===== src/rtl/ecap_mulmod.sv =====
`default_nettype none

module ecap_mulmod #(
  parameter int FIELD_WIDTH = 61
) (
  input  wire logic                   clk,
  input  wire logic                   rst,
  input  wire logic                   start,
  input  wire logic [FIELD_WIDTH-1:0] op_a,
  input  wire logic [FIELD_WIDTH-1:0] op_b,
  input  wire logic [FIELD_WIDTH-1:0] modulus,
  output logic                        done,
  output logic [FIELD_WIDTH-1:0]      result
);

  localparam int W = FIELD_WIDTH;
  localparam int CW = $clog2(W + 1);
  localparam logic [CW-1:0] CNT_INIT = CW'(W);
  localparam logic [CW-1:0] CNT_ONE = CW'(1);

  logic [W-1:0]  a_q;
  logic [W-1:0]  b_q;
  logic [W-1:0]  m_q;
  logic [CW-1:0] cnt;
  logic          busy;
  logic [W:0]    dbl;
  logic [W:0]    dbl_r;
  logic [W:0]    sum;
  logic [W:0]    sum_r;

  // One bit of the multiplier per cycle, MSB first: double, then add.
  always_comb begin
    dbl = {result, 1'b0};
    dbl_r = (dbl >= {1'b0, m_q}) ? dbl - {1'b0, m_q} : dbl;
    sum = {1'b0, dbl_r[W-1:0]} + (b_q[W-1] ? {1'b0, a_q} : {(W+1){1'b0}});
    sum_r = (sum >= {1'b0, m_q}) ? sum - {1'b0, m_q} : sum;
  end

  always_ff @(posedge clk) begin
    done <= 1'b0;
    if (rst) begin
      busy <= 1'b0;
      cnt <= '0;
    end else if (start) begin
      a_q <= op_a;
      b_q <= op_b;
      m_q <= modulus;
      result <= '0;
      cnt <= CNT_INIT;
      busy <= 1'b1;
    end else if (busy) begin
      result <= sum_r[W-1:0];
      b_q <= {b_q[W-2:0], 1'b0};
      cnt <= cnt - CNT_ONE;
      if (cnt == CNT_ONE) begin
        busy <= 1'b0;
        done <= 1'b1;
      end
    end
  end

endmodule

`default_nettype wire


===== config.mk =====
export PLATFORM = sky130hd
export DESIGN_NAME = ecap_mulmod
export DESIGN_NICKNAME = d
export VERILOG_FILES = /design/src/rtl/ecap_mulmod.sv
export SDC_FILE = /design/constraint.sdc
export NUM_CORES = 1
export LEC_CHECK = 0
export BUFFER_PORTS_ARGS = -buffer_cell sky130_fd_sc_hd__buf_2
export CAP_MARGIN = 10
export CORE_ASPECT_RATIO = 0.9
export CORE_MARGIN = 2
export CORE_UTILIZATION = 53
export DETAILED_ROUTE_END_ITERATION = 10
export HOLD_SLACK_MARGIN = 0.05
export PLACE_DENSITY_LB_ADDON = 0.12
export SLEW_MARGIN = 30
export SYNTH_ARGS = -nofsm -noshare
export SYNTH_HDL_FRONTEND = slang
export SYNTH_SLANG_ARGS = --single-unit

===== constraint.sdc =====
create_clock -name clk -period 15.2 [get_ports clk]
set_clock_uncertainty 0.2 [all_clocks]
set_input_delay 0 -clock clk [delete_from_list [all_inputs] [get_ports clk]]
set_output_delay 0 -clock clk [all_outputs]
set_load 0.1 [all_outputs]

---- Word-level counts from Yosys, hierarchy flattened ----
Cells that the tools add are included.
word-level totals
  register bits after elaboration ......... 252
  latch bits .............................. 0
  bits in writable memories ............... 0
  bits in read-only memories .............. 0
  input bits .............................. 186
  output and inout port bits .............. 62
  word-level logic and storage cells ...... 34
  memories ................................ 0
cells by class
  $add $sub $neg .......................... 4
  multipliers ............................. 0
  div/mod/pow operators ................... 0
  magnitude comparators ................... 2
  eq/ne operators ......................... 1
  shift operators ......................... 0
  muxes and demuxes ....................... 12
  bitwise operators ....................... 2
  reductions and logical operators ........ 5
operator list
  cell                 number
  $mux 61              6
  $ge 62x61->1         2
  $sub 61x61->61       2
  $add 61x61->62       1
  $mux 6               2
  $eq 6x1->1 const B   1
  $sub 6x1->6 const B  1
  $mux 1               4
  $reduce_and 2->1     2
  $reduce_or 3->1      1
  $not 1->1            2
  $reduce_bool 2->1    1
  $reduce_or 2->1      1

---- Logic depth before layout (Yosys ltp) ----
Gate-level depths: netlist (run 1).
  depth after elaboration ................. 6
  gate-level depth with buffers ........... 43
  depth with buffers taken out ............ 36

---- Least setup slack after synthesis (run 1) ----
OpenSTA, ideal clock, no wires.
  path type ............................... flip-flop to flip-flop
  from .................................... register result[0]
  to ...................................... register result[57], data pin
  library setup time ...................... 0.266 ns
  arrival ................................. 8.667 ns
  required time ........................... 14.734 ns
  path slack .............................. 6.068 ns
  cell stages (with the launch flop) ...... 39
  buffers on the path ..................... 4
  period minus slack after synthesis ...... 9.132 ns
  path through ............................ edfxtp_1 -> fa_1 -> a211oi_1 -> o21bai_1 -> a21o_1 -> a211o_1 -> a211o_2 -> a211oi_4 -> a311oi_4 -> nand4_1 -> a31o_1 -> buf_6 -> buf_12 -> mux2i_2 -> inv_2 -> ha_1 -> a21oi_1 -> o22ai_1 -> [... 3 more ...] -> a21boi_2 -> o21ai_0 -> or4b_2 -> nand3_1 -> ha_1 -> nand2_1 -> nor2_1 -> a21oi_1 -> o21ai_0 -> a31oi_1 -> o31ai_1 -> a21boi_1 -> o21ai_1 -> a31o_2 -> buf_4 -> buf_4 -> mux2i_1 -> nor2_1
on the way
  word-level cells in the longest chain between the ends .. 6
  elaborated cells on any way between the ends .. 8
  those cells by class .................... add/sub (3); order compare (2); mux (3)
ends and longest elaborated chain
  item                                            RTL line  RTL
  start: declaration                              13        output logic [FIELD_WIDTH-1:0] result
  start signal: assignment                        52        result <= sum_r[W-1:0];
  $sub 61x61->61 or $ge 62x61->1 (tied branches)  34        dbl_r = (dbl >= {1'b0, m_q}) ? dbl - {1'b0, m_q} : dbl;
  $mux 61 (*)                                     34
  $add 61x61->62 (*)                              35        sum = {1'b0, dbl_r[W-1:0]} + (b_q[W-1] ? {1'b0, a_q} : {(W+1){1'b0}});
  $sub 61x61->61 or $ge 62x61->1 (tied branches)  36        sum_r = (sum >= {1'b0, m_q}) ? sum - {1'b0, m_q} : sum;
  $mux 61 (*)                                     36
  $mux 61 (*)                                     51        end else if (busy) begin
Mark *: on every way between the ends. The rest lies on a longest branch, timed or not. The select of a mux whose other input is x is not followed.
A chain may end at the register's enable or synchronous reset.

---- Final worst setup path (run 1) ----
  from .................................... register result[0]
  to ...................................... register result[22], data pin
The elaborated chain is that of the path after synthesis.

==> summary.txt, run 1 <==
Floorplan
  • Die area: about 42000 µm²
  • Die width: between 200 and 250 µm
  • Floorplan row count: 69
  • Core footprint: 39600 µm²
  • Vert. Die Dim: about 200 µm
  • Initial Util: approximately 54%
  • Top Ports: between 200 and 250

Placement
  • Dpl hpwl: 50000 µm
  • I/O Buffers: 247
  • Final Wtd Congestion: between 0.9 and 1

Finish
  • Nets: 3284
  • Synth-to-layout area growth: 29.7%
  • Proportion of layout cells with a drive suffix above 1: around 15%

Timing
  • Max Freq: ~87 MHz
  • Unrepaired setup endpoints after global routing: no
  • Max-slew violation count: 0
  • Rel. slew slack: between 30% and 40%
  • Final period utilization: between 70 and 80%
  • Setup violations, final: 0
  • Final min period: 11560 ps
  • Final Hold Violating Endpoints: 0
  • Setup tns final: 0 ps
  • Slew @ Worst Pin: about 1000 ps

Detailed routing
  • Drt initial violations: around 1900
  • DRC errors left: 0
  • Post-detailed-route count of antenna-violating nets: 0
  • Via count: about 21000
  • Post-Route WL: ~76000 µm
  • Drt pass-1 iters: 6
  • Vias per cell: a little over 6
  • Routed WL per cell: 21.8 µm

CTS
  • Setup Buffers After CTS: 0
  • # clock sinks: between 200 and 300
  • CTS Buf Count: 30
  • CTS max path bufs: 3
  • Worst skew pair latency: just over 600 ps
  • CTS Root Buffer Type: clkbuf_16
  • TritonCTS clock tree: built
  • Clock slew at reported path FFs: around 70 ps
  • Htree depth: 1

Synth
  • Most used DFF post-synth: edfxtp_1
  • Synth area leaders: edfxtp_1, ha_1, a21oi_1, nand2_1, xnor2_1
  • Syn_nets: about 2700
  • Mean area per synthesized cell: between 9 and 10 µm²
  • Post-synth EDFFs: between 200 and 250
  • Synth warnings: 0
  • Cell Area, Synth: ~21000 µm²
  • Cells after synthesis: about 2400
  • Synth cell count leaders: nand2_1, edfxtp_1, a21oi_1
  • Seq cells post-synth: around 250
  • Top-count cell post-synth: nand2_1
  • Yosys top cell area share: 34.3%
  • Sequential area share after synthesis: between 30% and 40%
  • Ys async rst share: 0%
  • Yosys cell types: 90
  • Dominant cell type by area after synthesis: edfxtp_1

Setup path
  • Crit. path cell count: 35
  • Crit path top cell by count: o21ai_0
  • Critical Path Start Type: flop
  • CP endpoint: result[22]
  • Worst R2R Setup Slack: between 3000 and 4000 ps
  • FF-to-FF path depth: 35
  • Crit path buf inv count: 2
  • Capturing point of the worst reg2reg path: result[22]
  • Slowest-stage cell, CP: or4b_2
  • Crit Path Class: flop to flop
  • CP delay by family, top: compound AO/OA/AOI/OAI gates
  • Crit path capture type: flop
  • Data required, critical path: between 15000 and 20000 ps
  • Worst path arrival time: between 10000 and 15000 ps
  • Worst-path maximum fanout: 53
  • Setup crit start: result[0]
  • Max incr delay on CP: about 670 ps
  • Worst reg2reg path startpoint: result[0]

GRT
  • Grt total ovfl: 0
  • Vias in the first global route: just over 20000
  • Antenna violations before repair: 1
  • Largest net degree at the start of global routing: 84
  • First-pass GRT wire length: around 120000 µm
  • Total routing usage reported by global routing: 35.1%

Min path
  • Hold Crit Class: input pin to flop

Flow run
  • Max-cap check violation count: 0

Run status
  • Run status: completed
## metrics by stage
stage | worst slack, ps | cells | instance area, µm² | hold WS, ps | utilization, %
after floorplan | 6070 | 2355 | 21400 | -101 | -
after global placement | 4190 | 3015 | 22700 | -24.0 | 57.4
after detailed placement | 4050 | 3015 | 22700 | -21.9 | 57.4
after CTS | 3980 | 3465 | 27700 | 51.9 | 69.9
after global routing | 3130 | 3466 | 27700 | 112 | 70.0
final | 3640 | 3468 | 27700 | 92.6 | 70.0
## state kept, by name, summed over array words and instances, names as in the netlist
signal,flops
a_q,61
b_q,61
busy,1
cnt,6
done,1
m_q,61
result,61
## cell type report
cell class,instances,area (µm²)
timing repair buffer,651,5270
clock buffer,41,875
fill,2894,11900
multi-input combinational,1869,12900
clock inverter,15,138
inverter,106,398
antenna,2,5.00
sequential,252,7490
tap,532,666
## worst min-delay path, cell delays in order
cell and delay [ps]:
dlygate4sd3_1 540, buf_2 210, nor2_1 120
## kinds of logic after synthesis
family / count (synthesis) / synth area share, %
AO/OA/AOI/OAI: 732 / 22.2
AND/OR/NAND/NOR: 697 / 15.6
flip-flops: 252 / 35.0
buffers and inverters: 234 / 4.80
adder cells (fa/ha/maj): 188 / 11.1
XOR/XNOR: 173 / 7.09
multiplexers: 79 / 4.16
## layer usage
metal / track usage [%] / wire length [µm] / vias to the layer above
li1: - / - / 9787
met1: 47.1 / 31500 / 10100
met2: 57.9 / 34600 / 1140
met3: 5.84 / 6690 / 190
met4: 11.0 / 2700 / 0
met5: 0 / 0 / -
## timing repair
| item | 4_1_cts | 5_1_grt |
|---|---|---|
| hold endpoints to repair | 220 | 0 |
| resized for setup | 0 | 0 |
| hold buffers | 394 | 0 |
## worst min path at each step
stage,from,end,slack (ps),depth (start not counted)
after floorplan,op_a[0],a_q[0],-100,0
after global placement,modulus[38],m_q[38],-20,1
after detailed placement,op_a[27],a_q[27],-20,1
after CTS,rst,cnt[5],50,3
after global routing,rst,cnt[5],110,3
final,rst,cnt[2],90,3
## cells in the final DEF, fill, tap and decap left out, drive strengths merged, types with 8 or more instances in the layout
cell         count
or3              8
mux2            64
xor2            71
inv            109
buf            257
o21bai          31
a31oi           24
a31o             8
nand3           44
a21boi          15
a211oi          40
ha             185
dlygate4sd3    394
o21ai          168
nor2b           23
o21a            22
o31ai           12
a21o           101
and3            19
nand2b          16
nor3            38
nand2          250
edfxtp         244
dfxtp            8
clkinv          10
o211ai          18
and4            10
nand4           55
a21oi          231
a211o            8
mux2i           15
nor2           140
and2            68
clkbuf          41
xnor2          102
Power of run 1 is left out: the tool's default activity adds up to more than one toggle a clock period on the data nets, which glitch-free logic cannot reach.
==> inputs of run 2 (changes only) <==
- clock period: 15.2 -> 12.1 ns (I/O delays scaled with it)
==> run 2 against run 1 <==
Net effect:
- flip-flop and latch count unchanged
- first-iteration DRC count rose by 20%
- critical path type unchanged
- sequential share of layout area shrank 0.23 points
- utilization increased by 0.61 points
- worst setup slack worse by 2600 ps
- design area up 0.87%
- register-to-register slack got worse by 2600 ps
- non-clock buffer count rose by 18
- clock-buffer cell count is 10 lower
==> summary.txt, run 2 (synthesized netlist as in run 1, its figures left out) <==
Setup path
  • Crit Path Class: flop to flop
  • Max incr delay on CP: 670 ps
  • Worst-path maximum fanout: 56
  • Worst path arrival time: ~11000 ps
  • Slowest-stage cell, CP: or4b_2
  • Data required, critical path: around 12000 ps
  • Critical Path Start Type: flop
  • Crit path capture type: flop
  • Crit path top cell by count: o21ai_0

Timing
  • Setup violations, final: 0
  • Final period utilization: approximately nine tenths
  • Max-slew violation count: 0
  • Rel. slew slack: ~34%
  • Max Freq: around 90 MHz
  • Setup tns final: 0 ps
  • Final min period: about 11000 ps
  • Final Hold Violating Endpoints: 0
  • Slew @ Worst Pin: approximately 980 ps
  • Unrepaired setup endpoints after global routing: no

GRT
  • Grt total ovfl: 0
  • Total routing usage reported by global routing: 35.7%
  • First-pass GRT wire length: approximately 120000 µm
  • Vias in the first global route: approximately 21000
  • Largest net degree at the start of global routing: 71
  • Antenna violations before repair: 1

CTS
  • TritonCTS clock tree: built
  • CTS Buf Count: 30
  • CTS Root Buffer Type: clkbuf_16
  • CTS max path bufs: 3
  • Worst skew pair latency: about 620 ps
  • # clock sinks: approximately 250
  • Clock slew at reported path FFs: 70 ps
  • Post-cts sizing count: 0
  • Htree depth: 1

Finish
  • Finished Layout Cells: 3484
  • Nets: approximately 3300
  • Leading cell type in the layout, fill and taps excluded: dlygate4sd3_1
  • Proportion of layout cells with a drive suffix above 1: between 10 and 15%
  • Most frequent cells in the layout: dlygate4sd3_1, nand2_1, buf_2, edfxtp_1, a21oi_1
  • Synth-to-layout area growth: 30.9%

Floorplan
  • Floorplan row count: 69
  • Vert. Die Dim: 195 µm
  • Initial Util: 53.9%
  • Die width: ~220 µm
  • Die area: 42000 µm²
  • Core footprint: about 40000 µm²
  • Top Ports: about 250

Detailed routing
  • Drt pass-1 iters: 6
  • Routed WL per cell: 22.0 µm
  • Vias per cell: between 6 and 7
  • Post-detailed-route count of antenna-violating nets: 0
  • DRC errors left: 0
  • Drt initial violations: 2331
  • Post-Route WL: just under 80000 µm
  • Via count: about 21000

Run status
  • Run status: completed

Flow run
  • Max-cap check violation count: 0

Placement
  • Dpl hpwl: between 40000 and 50000 µm
  • Placed cell count: about 3000
  • Final Wtd Congestion: 0.968
  • I/O Buffers: about 250

Min path
  • Hold Crit Class: input pin to flop
==> run 2: cell count changes in the layout (fill, tap and decap cells not counted), moves of 2 or more <==
cell / before / now
clkbuf_1: 5 / 1
clkbuf_8: 4 / 0
clkinvlp_4: 1 / 3
clkbuf_16: 32 / 30
buf_4: 9 / 12
bufinv_16: 1 / 7
dlygate4sd3_1: 394 / 410
buf_6: 2 / 0
==> run 2: worst paths after layout <==
kind | startpoint | end | slack (ps) | depth (start not counted)
hold reg to reg | b_q[39] | b_q[40] | 380 | 1
setup / recovery | result[0] | result[21] | 1040 | 34
hold / removal | rst | cnt[5] | 80 | 3
setup reg to reg | result[0] | result[21] | 1040 | 34
==> run 2: through the flow <==
| stage | hold WS (ps) | instance area [µm²] | util (%) | worst slack, ps |
|---|---|---|---|---|
| CTS | 57.0 | 28000 | 70.6 | 1230 |
| global route | 98.5 | 28000 | 70.6 | 564 |
| global placement | -23.2 | 22800 | 57.5 | 1580 |
| finish | 79.6 | 28000 | 70.6 | 1040 |
| detailed placement | -21.9 | 22800 | 57.5 | 1260 |
| floorplan | -101 | 21400 | - | 2970 |
==> run 2: repair_timing <==
item / in CTS / in global routing
setup endpoints to repair: 0 / 0
endpoints found under the hold margin: 213 / 0
hold buffers: 410 / 0
buffers inserted: 0 / 0
==> run 2: metal layers <==
layer | routed length (µm) | GRT usage, % | up-vias
met1 | 32100 | 47.2 | 10100
met5 | 11 | 0 | -
met4 | 2880 | 12.1 | 2
met2 | 35800 | 59.7 | 1145
met3 | 6070 | 5.68 | 192
li1 | - | - | 9828
==> run 2: critical path: cells and delay by family (launching register included) <==
family | cells | cell delay, ps
AOI/OAI and AO/OA | 22 | 6560
and+or+nand+nor | 7 | 1650
DFF | 1 | 480
adders and majority gates | 3 | 1210
buffers and inverters | 1 | 340
muxes | 1 | 250
==> run 2: final cells by class <==
class | count | area [µm²]
antenna | 1 | 2.50
clock buffer | 31 | 754
clock inverter | 24 | 330
fill | 2890 | 11700
inverter | 106 | 398
multi-input combinational | 1869 | 12900
sequential | 252 | 7490
tap | 532 | 666
timing repair buffer | 669 | 5450
Power of run 2 is left out for the same reason.
